$ cat src/gaussian_pyramid_downsample_top_macros.svh
// Assertion macros for the pyramid reduce block.
// Expects clk_i and rst_ni in the scope where they are used.
`ifndef GAUSSIAN_PYRAMID_DOWNSAMPLE_TOP_MACROS_SVH
`define GAUSSIAN_PYRAMID_DOWNSAMPLE_TOP_MACROS_SVH

// ante implies cons on the same edge
`define GPD_ASSERT_IMP(lbl, ante, cons, msg) \
  lbl: assert property (@(posedge clk_i) disable iff (!rst_ni) (ante) |-> (cons)) \
    else $error(msg);

// cond never holds
`define GPD_ASSERT_NEVER(lbl, cond, msg) \
  lbl: assert property (@(posedge clk_i) disable iff (!rst_ni) !(cond)) \
    else $error(msg);

`endif

$ cat src/gpd_pkg.sv
// Shared types and constants of the pyramid reduce block.
// No dependencies.
`timescale 1ns / 1ps

package gpd_pkg;

  localparam int PIX_W       = 8;
  localparam int OUT_W       = 16;
  localparam int CFG_W       = 11;
  localparam int CFG_IDX_W   = 1;
  localparam int ROW_W       = CFG_W + 1;
  localparam int VSUM_W      = 12;
  localparam int TAPS        = 5;
  localparam int LINE_STORES = 4;
  localparam int SLOT_W      = $clog2(LINE_STORES);
  localparam int WIN_LEN     = 4;
  localparam int QUEUE_DEPTH = 4;
  localparam int QPTR_W      = $clog2(QUEUE_DEPTH);
  localparam int QCNT_W      = $clog2(QUEUE_DEPTH + 1);

  localparam logic [CFG_W-1:0] IMG_W_RST = 11'd640;
  localparam logic [CFG_W-1:0] IMG_H_RST = 11'd480;
  localparam logic [CFG_W-1:0] MIN_DIM   = 11'd3;

  typedef enum logic [0:0] {
    OP_PIXEL = 1'b0,
    OP_FLUSH = 1'b1
  } op_e;

  typedef enum logic [CFG_IDX_W-1:0] {
    CFG_IMAGE_WIDTH  = 1'b0,
    CFG_IMAGE_HEIGHT = 1'b1
  } cfg_idx_e;

  // binomial taps 1 4 6 4 1
  localparam logic [VSUM_W-1:0] TAP_W [TAPS] = '{12'd1, 12'd4, 12'd6, 12'd4, 12'd1};
  localparam logic [OUT_W-1:0] W_OUTER  = 16'd1;
  localparam logic [OUT_W-1:0] W_INNER  = 16'd4;
  localparam logic [OUT_W-1:0] W_CENTER = 16'd6;

  typedef logic [SLOT_W-1:0] slot_t;

  // one column of an active row, vertical sum done
  typedef struct packed {
    logic [VSUM_W-1:0] vsum;
    logic              emit_first;
    logic              first_left;
    logic              emit_second;
    logic              second_odd;
    logic              last_row;
  } col_word_t;

  typedef struct packed {
    logic [OUT_W-1:0] out_pixel;
    logic             row_end;
    logic             frame_end;
  } res_word_t;

endpackage

$ cat src/gpd_fifo.sv
// Short queue of column words between front and back.
// Depends on gpd_pkg. Pushes are credited by the front, never when full.
`timescale 1ns / 1ps

module gpd_fifo import gpd_pkg::*; (
  input  logic              clk_i,
  input  logic              rst_ni,
  input  logic              push_i,
  input  col_word_t         push_word_i,
  input  logic              pop_i,
  output logic              head_valid_o,
  output col_word_t         head_word_o,
  output logic [QCNT_W-1:0] count_o
);

  col_word_t         mem_q [QUEUE_DEPTH];
  logic [QPTR_W-1:0] wr_ptr_q, rd_ptr_q;
  logic [QCNT_W-1:0] count_q, count_d;

  always_comb begin
    count_d = count_q;
    if (push_i && !pop_i) begin
      count_d = count_q + QCNT_W'(1);
    end else if (!push_i && pop_i) begin
      count_d = count_q - QCNT_W'(1);
    end
  end

  always_ff @(posedge clk_i or negedge rst_ni) begin
    if (!rst_ni) begin
      wr_ptr_q <= '0;
      rd_ptr_q <= '0;
      count_q  <= '0;
    end else begin
      if (push_i) begin
        wr_ptr_q <= wr_ptr_q + QPTR_W'(1);
      end
      if (pop_i) begin
        rd_ptr_q <= rd_ptr_q + QPTR_W'(1);
      end
      count_q <= count_d;
    end
  end

  always_ff @(posedge clk_i) begin
    if (push_i) begin
      mem_q[wr_ptr_q] <= push_word_i;
    end
  end

  assign head_valid_o = (count_q != '0);
  assign head_word_o  = mem_q[rd_ptr_q];
  assign count_o      = count_q;

endmodule

$ cat config.mk
export PLATFORM = sky130hd
export DESIGN_NAME = gpd_fifo
export DESIGN_NICKNAME = d
export VERILOG_FILES = /design/src/gaussian_pyramid_downsample_top_macros.svh /design/src/gpd_pkg.sv /design/src/gpd_fifo.sv
export SDC_FILE = /design/constraint.sdc
export NUM_CORES = 1
export LEC_CHECK = 0
export BUFFER_PORTS_ARGS = -buffer_cell sky130_fd_sc_hd__buf_2
export CORE_ASPECT_RATIO = 0.75
export CORE_UTILIZATION = 40
export CTS_BUF_LIST = sky130_fd_sc_hd__clkbuf_4 sky130_fd_sc_hd__clkbuf_8
export DETAILED_ROUTE_END_ITERATION = 8
export PLACE_DENSITY = 0.7
export SYNTH_ARGS = -nofsm -noshare
export SYNTH_HDL_FRONTEND = slang
export SYNTH_SLANG_ARGS = --single-unit
$ cat constraint.sdc
create_clock -name clk_i -period 4.2 [get_ports clk_i]
set_input_delay 0.84 -clock clk_i [delete_from_list [all_inputs] [get_ports clk_i]]
set_output_delay 0.84 -clock clk_i [all_outputs]
set_load 0.1 [all_outputs]
==> summary.txt <==
gr ovfl total - 0
Final WS setup - 1.22 ns
CTS tree - built
clk slew on worst S/H paths - 0.07 ns
status - finished, final reports clean
total number of vias - 1313
H-tree depth - 3
Diodes inserted - 0
Residual DRC - 0
Synth area leader - edfxtp_1
Total GRT Usage - 13.7%
number of synthesized flops with an enable pin - 68
Hold Slack - 0.330 ns
most frequent cell after synthesis - edfxtp_1
net count after synthesis - 149
Crit. End Element - output port
Detail Placement HPWL - 3060 µm
Yosys top cell area share - 70.8%
placed cell count - 258
endpoints failing setup - 0
max-slew violations - 0
FF/Latch Area - 0.00222 mm²
Post-CTS Hold Fix Bufs - 0
Fill cells - 587
Hold Violations, Final - 0
max-cap viol count - 0
Cell variety after synth - 18
DR pass1 iterations - 4
#FFs+latches synth - 75
Post-CTS Setup Inserts - 0
post-cts sizing count - 0
Placement Setup Slack - 1.59 ns
post-synthesis sequential area ratio - 76.9%
detail-routed via count per cell - 4.81
Slew @ Worst Pin - 0.929 ns
initial antenna violation count - 0
Setup CP Type - flip-flop to output port
startpoint types - flip-flop
Layout Area Growth over Synthesis - 17.6%
main flop type after synthesis - edfxtp_1
RePlAce Congestion - 0.739
Routed WL - 4650 µm
CTS max path bufs - 2
clk root buf - clkbuf_8
Nets - 198
top cells by area, synth - edfxtp_1, mux4_1, mux4_2
Setup Skew - 0.00526 ns
area of the multi-input gates - 611 µm²
Cell Chain, Critical Path - buf_4, mux4_1, buf_2
# rows - 26
Cell Area, Synth - 0.00288 mm²
Ys Warns - 0
Skew-Pair Late Insertion Delay - 0.34 ns
die height - 75.5 µm
Die Wd - 100 µm
die area - 0.00756 mm²
wire length per cell - 17.0 µm
fraction of registers with async set/reset - 9.33%
TNS Setup - 0 ns
antenna viol nets, final - 0
Mapped Cells - 122
largest net degree at the start of global routing - 19
RSZ-0062 raised after global routing - no
CTS Sinks - 75
synthesized area per cell - 23.6 µm²
first-pass GRT wire length - 7150 µm
Period minus WS final - 2.98 ns
starting density of the core - 41.8%
slew margin rel. - 38.0%
CTS Buf Count - 9
total core area - 0.00690 mm²
critical path peak fanout - 13
synth cell count leaders - edfxtp_1, mux4_1, mux4_2
Worst EP required - 3.36 ns
WP data arrival - 2.14 ns
CP max stage cell - mux4_1
vias in the first global route - 1412
slowest stage delay, CP - 0.61 ns
Ports - 42
PortBufs - 41
non-filler cells in the finished layout - 273
f_max - 335 MHz
final period utilization - 71.0%
layout cells sized above 1 - 37.1%
initial DRC count - 59
Worst Hold Class - input pin to async pin
-- sequential cells by signal (all words and copies together), names as in the netlist --
signal,count
count_o,3
mem_q,68
wr_ptr_q,2
rd_ptr_q,2
-- final cells by class --
cell class	instances	share of cell area, %
sequential	75	65.4
multi-input combinational	39	18.0
timing repair buffer	42	6.27
clock buffer	9	3.65
tap	98	3.62
clock inverter	6	2.62
inverter	4	0.443
-- routing by layer --
layer	part of all wire (%)	global-route usage, %	up-vias
met3	6.3	6.61	6
met1	42	15.1	672
met2	51	24.1	36
met4	0.75	4.35	0
met5	0	0	-
li1	-	-	599
-- final timing paths --
kind,to,slack [ns],start,cells past startpoint
setup / recovery,head_word_o[12],1.22,rd_ptr_q[0],3
hold / removal,wr_ptr_q[0],0.33,rst_ni,1
setup reg to reg,mem_q[0][1],2.43,wr_ptr_q[0],3
hold reg to reg,count_o[2],0.52,count_o[2],1
max in group asynchronous,rd_ptr_q[1],3.71,rst_ni,1
min in group clk_i,count_o[2],0.52,count_o[2],1
-- cell usage in the layout, fill, tap and decap left out, types with 2 or more instances in the layout --
master	n
edfxtp_1	68
buf_2	41
mux4_1	9
clkbuf_8	9
mux4_2	8
dfrtp_1	7
ha_1	5
and2_1	4
inv_1	4
xor2_1	4
xnor2_1	2
nand2_1	2
bufinv_16	2
inv_6	2
-- worst max-delay path, delay by kind of cell, from the launching register on --
family	cells	cell delay (ns)
buffers and inverters	2	0.65
flip-flops	1	0.54
multiplexers	1	0.61
-- kinds of logic after synthesis --
family | count (synthesis) | share of synthesized area [%]
mux | 18 | 14.8
fa+ha+maj | 6 | 2.86
buf+inv | 8 | 1.95
xor+xnor | 6 | 1.82
simple gates | 8 | 1.48
compound gates | 1 | 0.173
flops | 75 | 76.9
-- stage by stage --
stage | utilization [%] | area (µm²)
after global routing | 49.2 | 3390
after CTS | 49.2 | 3390
after floorplan | - | 2880
final | 49.2 | 3390
after detailed placement | 46.1 | 3180
after global placement | 46.1 | 3180
Power is not shown: default switching activity piles up to over one toggle a cycle in this logic, so the estimate is an artifact.
