--- config.mk ---
export PLATFORM = sky130hd
export DESIGN_NAME = gpd_back_flat
export DESIGN_NICKNAME = d
export VERILOG_FILES = /design/src/gaussian_pyramid_downsample_top_macros.svh /design/src/gpd_pkg.sv /design/src/gpd_out_if.sv /design/src/gpd_back.sv /design/src/flat_wrapper.sv
export SDC_FILE = /design/constraint.sdc
export NUM_CORES = 1
export LEC_CHECK = 0
export BUFFER_PORTS_ARGS = -buffer_cell sky130_fd_sc_hd__buf_2
export CORE_MARGIN = 5
export CORE_UTILIZATION = 35
export DETAILED_ROUTE_END_ITERATION = 10
export MAX_ROUTING_LAYER = met4
export PLACE_DENSITY_LB_ADDON = 0.25
export REMOVE_ABC_BUFFERS = 1
export SLEW_MARGIN = 20
export SYNTH_ARGS = -nofsm -noshare
export SYNTH_HDL_FRONTEND = slang
export SYNTH_SLANG_ARGS = --single-unit
export TNS_END_PERCENT = 5
--- constraint.sdc ---
create_clock -name clk_i -period 8.54 [get_ports clk_i]
set_clock_uncertainty 0.2 [all_clocks]
set_input_delay 1.708 -clock clk_i [delete_from_list [all_inputs] [get_ports clk_i]]
set_output_delay 1.708 -clock clk_i [all_outputs]
set_load 0.05 [all_outputs]
--- src/gaussian_pyramid_downsample_top_macros.svh ---
// Assertion macros for the pyramid reduce block.
// Expects clk_i and rst_ni in the scope where they are used.
`ifndef GAUSSIAN_PYRAMID_DOWNSAMPLE_TOP_MACROS_SVH
`define GAUSSIAN_PYRAMID_DOWNSAMPLE_TOP_MACROS_SVH

// ante implies cons on the same edge
`define GPD_ASSERT_IMP(lbl, ante, cons, msg) \
  lbl: assert property (@(posedge clk_i) disable iff (!rst_ni) (ante) |-> (cons)) \
    else $error(msg);

// cond never holds
`define GPD_ASSERT_NEVER(lbl, cond, msg) \
  lbl: assert property (@(posedge clk_i) disable iff (!rst_ni) !(cond)) \
    else $error(msg);

`endif

--- src/gpd_pkg.sv ---
// Shared types and constants of the pyramid reduce block.
// No dependencies.
`timescale 1ns / 1ps

package gpd_pkg;

  localparam int PIX_W       = 8;
  localparam int OUT_W       = 16;
  localparam int CFG_W       = 11;
  localparam int CFG_IDX_W   = 1;
  localparam int ROW_W       = CFG_W + 1;
  localparam int VSUM_W      = 12;
  localparam int TAPS        = 5;
  localparam int LINE_STORES = 4;
  localparam int SLOT_W      = $clog2(LINE_STORES);
  localparam int WIN_LEN     = 4;
  localparam int QUEUE_DEPTH = 4;
  localparam int QPTR_W      = $clog2(QUEUE_DEPTH);
  localparam int QCNT_W      = $clog2(QUEUE_DEPTH + 1);

  localparam logic [CFG_W-1:0] IMG_W_RST = 11'd640;
  localparam logic [CFG_W-1:0] IMG_H_RST = 11'd480;
  localparam logic [CFG_W-1:0] MIN_DIM   = 11'd3;

  typedef enum logic [0:0] {
    OP_PIXEL = 1'b0,
    OP_FLUSH = 1'b1
  } op_e;

  typedef enum logic [CFG_IDX_W-1:0] {
    CFG_IMAGE_WIDTH  = 1'b0,
    CFG_IMAGE_HEIGHT = 1'b1
  } cfg_idx_e;

  // binomial taps 1 4 6 4 1
  localparam logic [VSUM_W-1:0] TAP_W [TAPS] = '{12'd1, 12'd4, 12'd6, 12'd4, 12'd1};
  localparam logic [OUT_W-1:0] W_OUTER  = 16'd1;
  localparam logic [OUT_W-1:0] W_INNER  = 16'd4;
  localparam logic [OUT_W-1:0] W_CENTER = 16'd6;

  typedef logic [SLOT_W-1:0] slot_t;

  // one column of an active row, vertical sum done
  typedef struct packed {
    logic [VSUM_W-1:0] vsum;
    logic              emit_first;
    logic              first_left;
    logic              emit_second;
    logic              second_odd;
    logic              last_row;
  } col_word_t;

  typedef struct packed {
    logic [OUT_W-1:0] out_pixel;
    logic             row_end;
    logic             frame_end;
  } res_word_t;

endpackage

--- src/gpd_out_if.sv ---
// Result word channel: valid/ready with filtered pixel and end flags.
// Depends on gpd_pkg.
`timescale 1ns / 1ps

interface gpd_out_if import gpd_pkg::*; ();
  logic             valid;
  logic             ready;
  logic [OUT_W-1:0] out_pixel;
  logic             row_end;
  logic             frame_end;

  modport source (output valid, output out_pixel, output row_end, output frame_end,
                  input ready);
  modport sink   (input valid, input out_pixel, input row_end, input frame_end,
                  output ready);
endinterface

--- src/gpd_back.sv ---
// Back: column sum window, horizontal filter and result register.
// Depends on gpd_pkg and gpd_out_if; drains gpd_fifo.
`timescale 1ns / 1ps

module gpd_back import gpd_pkg::*; (
  input  logic       clk_i,
  input  logic       rst_ni,
  input  logic       restart_i,
  input  logic       head_valid_i,
  input  col_word_t  head_word_i,
  output logic       pop_o,
  gpd_out_if.source  out_o
);

  logic [VSUM_W-1:0] win_q [WIN_LEN];
  logic [OUT_W-1:0]  e0, e1, e2, e3, ev;
  logic [OUT_W-1:0]  h_norm, h_left, h_reven, h_rodd;
  logic              emits, slot_free, pop;
  res_word_t         first_w, second_w;
  logic              out_valid_q, out_valid_d, pend_valid_q, pend_valid_d;
  res_word_t         out_word_q, out_word_d, pend_word_q, pend_word_d;

  assign e0 = OUT_W'(win_q[0]);
  assign e1 = OUT_W'(win_q[1]);
  assign e2 = OUT_W'(win_q[2]);
  assign e3 = OUT_W'(win_q[3]);
  assign ev = OUT_W'(head_word_i.vsum);

  // mirrored columns fold into neighbouring weights at the edges
  assign h_norm  = W_OUTER * e3 + W_INNER * e2 + W_CENTER * e1 + W_INNER * e0 + W_OUTER * ev;
  assign h_left  = (W_OUTER + W_INNER) * e0 + (W_INNER + W_CENTER) * e1 + W_OUTER * ev;
  assign h_reven = W_OUTER * e2 + W_INNER * e1 + W_CENTER * e0 + (W_INNER + W_OUTER) * ev;
  assign h_rodd  = W_OUTER * e1 + (W_INNER + W_OUTER) * e0 + (W_CENTER + W_INNER) * ev;

  assign first_w  = '{out_pixel: head_word_i.first_left ? h_left : h_norm,
                      row_end: 1'b0, frame_end: 1'b0};
  assign second_w = '{out_pixel: head_word_i.second_odd ? h_rodd : h_reven,
                      row_end: 1'b1, frame_end: head_word_i.last_row};

  assign emits     = head_word_i.emit_first || head_word_i.emit_second;
  assign slot_free = !out_valid_q || out_o.ready;
  assign pop       = head_valid_i && !pend_valid_q && (slot_free || !emits);
  assign pop_o     = pop;

  always_comb begin
    out_valid_d  = out_valid_q;
    out_word_d   = out_word_q;
    pend_valid_d = pend_valid_q;
    pend_word_d  = pend_word_q;
    if (slot_free) begin
      if (pend_valid_q) begin
        out_valid_d  = 1'b1;
        out_word_d   = pend_word_q;
        pend_valid_d = 1'b0;
      end else if (pop && head_word_i.emit_first) begin
        out_valid_d = 1'b1;
        out_word_d  = first_w;
        if (head_word_i.emit_second) begin
          pend_valid_d = 1'b1;
          pend_word_d  = second_w;
        end
      end else if (pop && head_word_i.emit_second) begin
        out_valid_d = 1'b1;
        out_word_d  = second_w;
      end else begin
        out_valid_d = 1'b0;
      end
    end
  end

  always_ff @(posedge clk_i or negedge rst_ni) begin
    if (!rst_ni) begin
      out_valid_q  <= 1'b0;
      pend_valid_q <= 1'b0;
      for (int i = 0; i < WIN_LEN; i++) begin
        win_q[i] <= '0;
      end
    end else begin
      out_valid_q  <= out_valid_d;
      pend_valid_q <= pend_valid_d;
      if (restart_i) begin
        for (int i = 0; i < WIN_LEN; i++) begin
          win_q[i] <= '0;
        end
      end else if (pop) begin
        win_q[0] <= head_word_i.vsum;
        for (int i = 1; i < WIN_LEN; i++) begin
          win_q[i] <= win_q[i-1];
        end
      end
    end
  end

  always_ff @(posedge clk_i) begin
    out_word_q  <= out_word_d;
    pend_word_q <= pend_word_d;
  end

  assign out_o.valid     = out_valid_q;
  assign out_o.out_pixel = out_word_q.out_pixel;
  assign out_o.row_end   = out_word_q.row_end;
  assign out_o.frame_end = out_word_q.frame_end;

endmodule

--- src/flat_wrapper.sv ---
// flat-port wrapper written by rule: the top's interface ports become plain ports
module gpd_back_flat import gpd_pkg::*;
  (clk_i, rst_ni, restart_i, head_valid_i, head_word_i, pop_o, out_o_valid, out_o_out_pixel, out_o_row_end, out_o_frame_end, out_o_ready);
  gpd_out_if out_o_i ();
  input  logic clk_i;
  input  logic rst_ni;
  input  logic restart_i;
  input  logic head_valid_i;
  input  col_word_t head_word_i;
  output logic pop_o;
  output wire logic [$bits(out_o_i.valid)-1:0] out_o_valid;
  output wire logic [$bits(out_o_i.out_pixel)-1:0] out_o_out_pixel;
  output wire logic [$bits(out_o_i.row_end)-1:0] out_o_row_end;
  output wire logic [$bits(out_o_i.frame_end)-1:0] out_o_frame_end;
  input wire logic [$bits(out_o_i.ready)-1:0] out_o_ready;
  assign out_o_valid = out_o_i.valid;
  assign out_o_out_pixel = out_o_i.out_pixel;
  assign out_o_row_end = out_o_i.row_end;
  assign out_o_frame_end = out_o_i.frame_end;
  assign out_o_i.ready = out_o_ready;
  gpd_back u_core (.clk_i(clk_i), .rst_ni(rst_ni), .restart_i(restart_i), .head_valid_i(head_valid_i), .head_word_i(head_word_i), .pop_o(pop_o), .out_o(out_o_i));
endmodule
==> reports/results.env <==
SYN_TO_FINAL_GROWTH_PCT=8.07
PLACEDINSTANCEAREA_UM2=11800
GRT_ANTENNA_BEFORE_REPAIR=0
YOSYSSEQAREASHARE=0.206
TOTAL_ROUTING_USAGE_REPORTED_BY_GLOBAL_ROUTING=0.177
RSZ0062_AT_GRT='false'
CLOCK_BUFFER_COUNT_FROM_CTS=9
DESIGN.FINAL.NETS=1600
MULTI_INPUT_AREA_UM2=8070
FIRST_PASS_GRT_WIRE_LENGTH_MM=48.5
GRT_OVERFLOW=0
FINAL.HOLD.WORST_SLACK_NS=0.324
SYNTH.TOP_CELL.AREA_SHARE=0.194
HOLD_CLASS='flip-flop to flip-flop'
CELLLEAKAGEPOWER_nW=5.85
WORST-SETUP-PATH-TYPE='primary input to flip-flop'
CTS_ROOT_BUFFER='sky130_fd_sc_hd__clkbuf_16'
MAX-VDD-IR-DROP_mV=0.0983
DRTANTENNAVIOLNETS=0
NUMPORTBUFFERS=41
DRT_ITER0_DRC=484
VIA_PER_INST=5.20
MOST_CROWDED_LAYER_GR='met2'
SYNTH_SIMPLE_GATE_AREA_SHARE=0.132
DR_TOTAL_VIAS=9053
SYNTH.FF_LATCH_COUNT=85
IOPINCOUNT=42
FINAL_SETUP_TNS_NS=0
FILLERINSTANCES=3240
CORE_AREA_UM2=31600
TIMING.MAX_SLEW.REL_SLACK=0.366
SYNTH-COMPOUND-AREA-SHARE=0.186
CRITPATHLAUNCHTYPE='primary input'
GP_CONGESTION=0.901
CTS_REPAIR_RESIZE_COUNT=0
FINALSETUPVIOLCOUNT=0
CPMAXSTAGEDELAYCELL='sky130_fd_sc_hd__fa_1'
ACTUAL_SLEW_AT_THE_WORST_MAX_SLEW_PIN_NS=0.951
CTS.SINK_COUNT=85
CTS_MAX_LEVEL=3
DIE_FOOTPRINT_UM2=35600
FINAL-SEQ-AREA_UM2=2300
GRT_MAX_DEGREE=51
ANTENNA-DIODE-COUNT=0
AVGROUTEDWIREPERCELL_UM=17.3
LAYOUT.CELL_AREA.NON_FILLER_UM2=12100
SYNTH_TOP_AREA_CELL='sky130_fd_sc_hd__ha_1'
WORST_SETUP_HOLD_PATH_CLK_SLEW_NS=0.07
CLOCK_INSERTION_DELAY_WORST_SKEW_NS=0.36
MAX_FREQ_MHz=152
CELLPOWERDENSITY_nW_PER_UM2=157
PLACEMENTROWS=65
OUTCOME='complete, no violations'
SYNTH-ASYNC-RESET-RATIO=0.588
CTS-HOLD-FIX-BUFFERS=0
MET2_USAGE=0.279
P_CLK_FRAC=0.215
POWER_FRAC_SEQ=0.266
CLOCK_TREE_FROM_TRITONCTS='built'
LAYOUT_MIN_CYCLE_TIME_NS=6.58
SYNTH.MUX.AREA_FRACTION=0.0156
ROUTED_WL_MM=30.0
DP.CELLS=1725
SYN-INSTANCE-COUNT=1304
CRITICAL-PATH-MAX-STAGE-DELAY_NS=0.46
CTS_MAX_PATH_BUFFERS=2
INTERNAL_PWR_TOTAL_mW=1.09
POSTSYNTH.TOPFLOPCELL='sky130_fd_sc_hd__dfrtp_1'
SYNTH_TOP_FAMILY_BY_AREA='adder cells'
GRT_PASS1_VIAS=9184
SYNTH_XOR_XNOR_AREA_SHARE=0.0674
GR-USAGE-MET1=0.243
CRITICAL_PATH_REQUIRED_NS=8.44
FLOORPLAN.DIE.HEIGHT_UM=189
CRIT_FANOUT=6
REMAINING_DRC_ERRORS=0
SYNTH_ENABLE_FLOP_CELLS=35
NETSWITCHINGFRACTION=0.423
SYNTH.DISTINCT_CELLS=63
MIN_PERIOD_OVER_PERIOD=0.770
MAPPEDNETLISTAREA_UM2=11200
PLACE.DETAILED.HPWL_MM=24.6
FINAL_LAYOUT_SIZE_SUFFIX_GT1_FRAC=0.0538
REPORT.FINAL.HOLD_VIOL_COUNT=0
DRV_SLEW=0
1ST_PASS_ROUTER_ITERATIONS=5
USE_MET3=0.0233
CRIT_ARRIVAL_NS=6.48
POSTCTSSETUPREPAIRBUFS=0
FLOORPLAN.INITIALDENSITY=0.354
SWITCHINGPOWER_mW=0.801
POST_LAYOUT_NONFILLER_INSTANCES=1740
PWR-SHARE-COMB=0.519
TIMING.CRITICAL_PATH.CELLS='buf_2 -> ha_1 -> ha_1 -> inv_1 -> fa_1 -> nor2b_1 -> o21ai_0 -> a21boi_0 -> o21ai_0 -> a21boi_0 -> o21ai_0 -> nand2b_1 -> xor2_1 -> fa_1 -> ha_1 -> and2_1 -> o211ai_1 -> a31oi_1 -> o21a_1 -> nor2_1 -> xnor2_1 -> mux2i_1 -> a221o_1'
SYNTHESIS_WARNINGS=0
SYNTH_FA_HA_AREA_FRAC=0.321
SYNTH.AVG_CELL_AREA_UM2=8.57
NETLIST_TOP_CELLS_AREA='sky130_fd_sc_hd__ha_1, sky130_fd_sc_hd__fa_1, sky130_fd_sc_hd__dfrtp_1'
SETUP.WORST_PATH.END_CLASS='flip-flop'
DIE_WIDTH_UM=189
MAX_CAP_VIOLS=0
## flip-flops by register name (all words and copies together) (netlist names), 12 cells and up
register                flops
u_core.pend_word_q         17
u_core.out_o.out_pixel     16
u_core.e0                  12
u_core.e1                  12
u_core.e2                  12
u_core.e3                  12
## power groups by stage
stage	Sequential (mW)	Combinational [mW]	Clock (mW)
finish	0.503	0.983	0.408
global route	0.507	1.11	0.439
CTS	0.504	0.984	0.423
detailed placement	0.512	0.975	0
global placement	0.511	0.969	0
floorplan	0.566	0.671	0
## Yosys cell counts (9+ instances only)
cell type	count
sky130_fd_sc_hd__a211oi_1	13
sky130_fd_sc_hd__a21boi_0	18
sky130_fd_sc_hd__a21o_1	22
sky130_fd_sc_hd__a21oi_1	106
sky130_fd_sc_hd__a31oi_1	11
sky130_fd_sc_hd__clkbuf_1	18
sky130_fd_sc_hd__dfrtp_1	50
sky130_fd_sc_hd__edfxtp_1	35
sky130_fd_sc_hd__fa_1	71
sky130_fd_sc_hd__ha_1	173
sky130_fd_sc_hd__inv_1	176
sky130_fd_sc_hd__mux2i_1	14
sky130_fd_sc_hd__nand2_1	157
sky130_fd_sc_hd__nand2b_1	19
sky130_fd_sc_hd__nand3_1	16
sky130_fd_sc_hd__nor2_1	78
sky130_fd_sc_hd__nor2b_1	16
sky130_fd_sc_hd__nor3_1	17
sky130_fd_sc_hd__o211ai_1	9
sky130_fd_sc_hd__o21a_1	18
sky130_fd_sc_hd__o21ai_0	80
sky130_fd_sc_hd__xnor2_1	61
sky130_fd_sc_hd__xor2_1	25
## final timing paths
check / start / to / slack (ns) / cells past startpoint
max reg2reg: u_core.e2[0] / u_core.out_o.out_pixel[15] / 2.31 / 23
min reg2reg: u_core.pend_word_q[12] / u_core.out_o.out_pixel[10] / 0.32 / 2
min: u_core.pend_word_q[12] / u_core.out_o.out_pixel[10] / 0.32 / 2
max: head_word_i[6] / u_core.out_o.out_pixel[15] / 1.96 / 23
min in group asynchronous: rst_ni / u_core.e2[2] / 1.28 / 2
max in group asynchronous: rst_ni / u_core.e1[7] / 6.40 / 2
## layout make-up
class                           count  area share
Inverter                          177      0.0550
Multi-Input combinational cell   1014       0.668
Clock buffer                       10      0.0190
Tap cell                          402      0.0416
Clock inverter                      5     0.00487
Timing Repair Buffer               47      0.0207
Sequential cell                    85       0.191
## worst max-delay path, delay by kind of cell
| family | cells | cell delay (ns) |
|---|---|---|
| compound gates | 9 | 1.75 |
| fa+ha+maj | 5 | 1.75 |
| mux | 1 | 0.10 |
| xor+xnor | 2 | 0.40 |
| simple gates | 4 | 0.54 |
| buf+inv | 2 | 0.24 |
## routing by layer
metal	wire length, um	vias to the layer above
met4	518	0
met1	14900	4353
met5	0	-
met3	1110	29
li1	-	4531
met2	13500	140
## per-stage QoR
step	setup slack, ns	total power, mW	utilization
2_1_floorplan	2.36	1.24	-
5_1_grt	1.60	2.05	0.383
3_5_place_dp	1.58	1.49	0.374
4_1_cts	1.94	1.91	0.383
3_3_place_gp	1.66	1.48	0.374
6_report	1.96	1.89	0.383
## cell families (layout without fill, tap and decap cells)
family,Yosys count,count (layout)
mux,17,17
xor+xnor,86,86
simple gates,335,335
fa+ha+maj,244,244
compound gates,332,332
flops,85,85
buf+inv,205,239
## placed cells by master, fill, tap and decap left out, types with 8 or more instances in the layout
cell                          n
sky130_fd_sc_hd__a211oi_1    13
sky130_fd_sc_hd__a21boi_0    18
sky130_fd_sc_hd__a21o_1      22
sky130_fd_sc_hd__a21oi_1    106
sky130_fd_sc_hd__a31oi_1     11
sky130_fd_sc_hd__buf_2       41
sky130_fd_sc_hd__clkbuf_16    9
sky130_fd_sc_hd__dfrtp_1     50
sky130_fd_sc_hd__edfxtp_1    35
sky130_fd_sc_hd__fa_1        71
sky130_fd_sc_hd__ha_1       173
sky130_fd_sc_hd__inv_1      175
sky130_fd_sc_hd__mux2i_1     14
sky130_fd_sc_hd__nand2_1    157
sky130_fd_sc_hd__nand2b_1    19
sky130_fd_sc_hd__nand3_1     16
sky130_fd_sc_hd__nor2_1      78
sky130_fd_sc_hd__nor2b_1     16
sky130_fd_sc_hd__nor3_1      17
sky130_fd_sc_hd__o211ai_1     9
sky130_fd_sc_hd__o21a_1      18
sky130_fd_sc_hd__o21ai_0     80
sky130_fd_sc_hd__o21bai_1     8
sky130_fd_sc_hd__or3_1        8
sky130_fd_sc_hd__xnor2_1     61
sky130_fd_sc_hd__xor2_1      25
No activity file was read; power rests on OpenSTA's default activity.
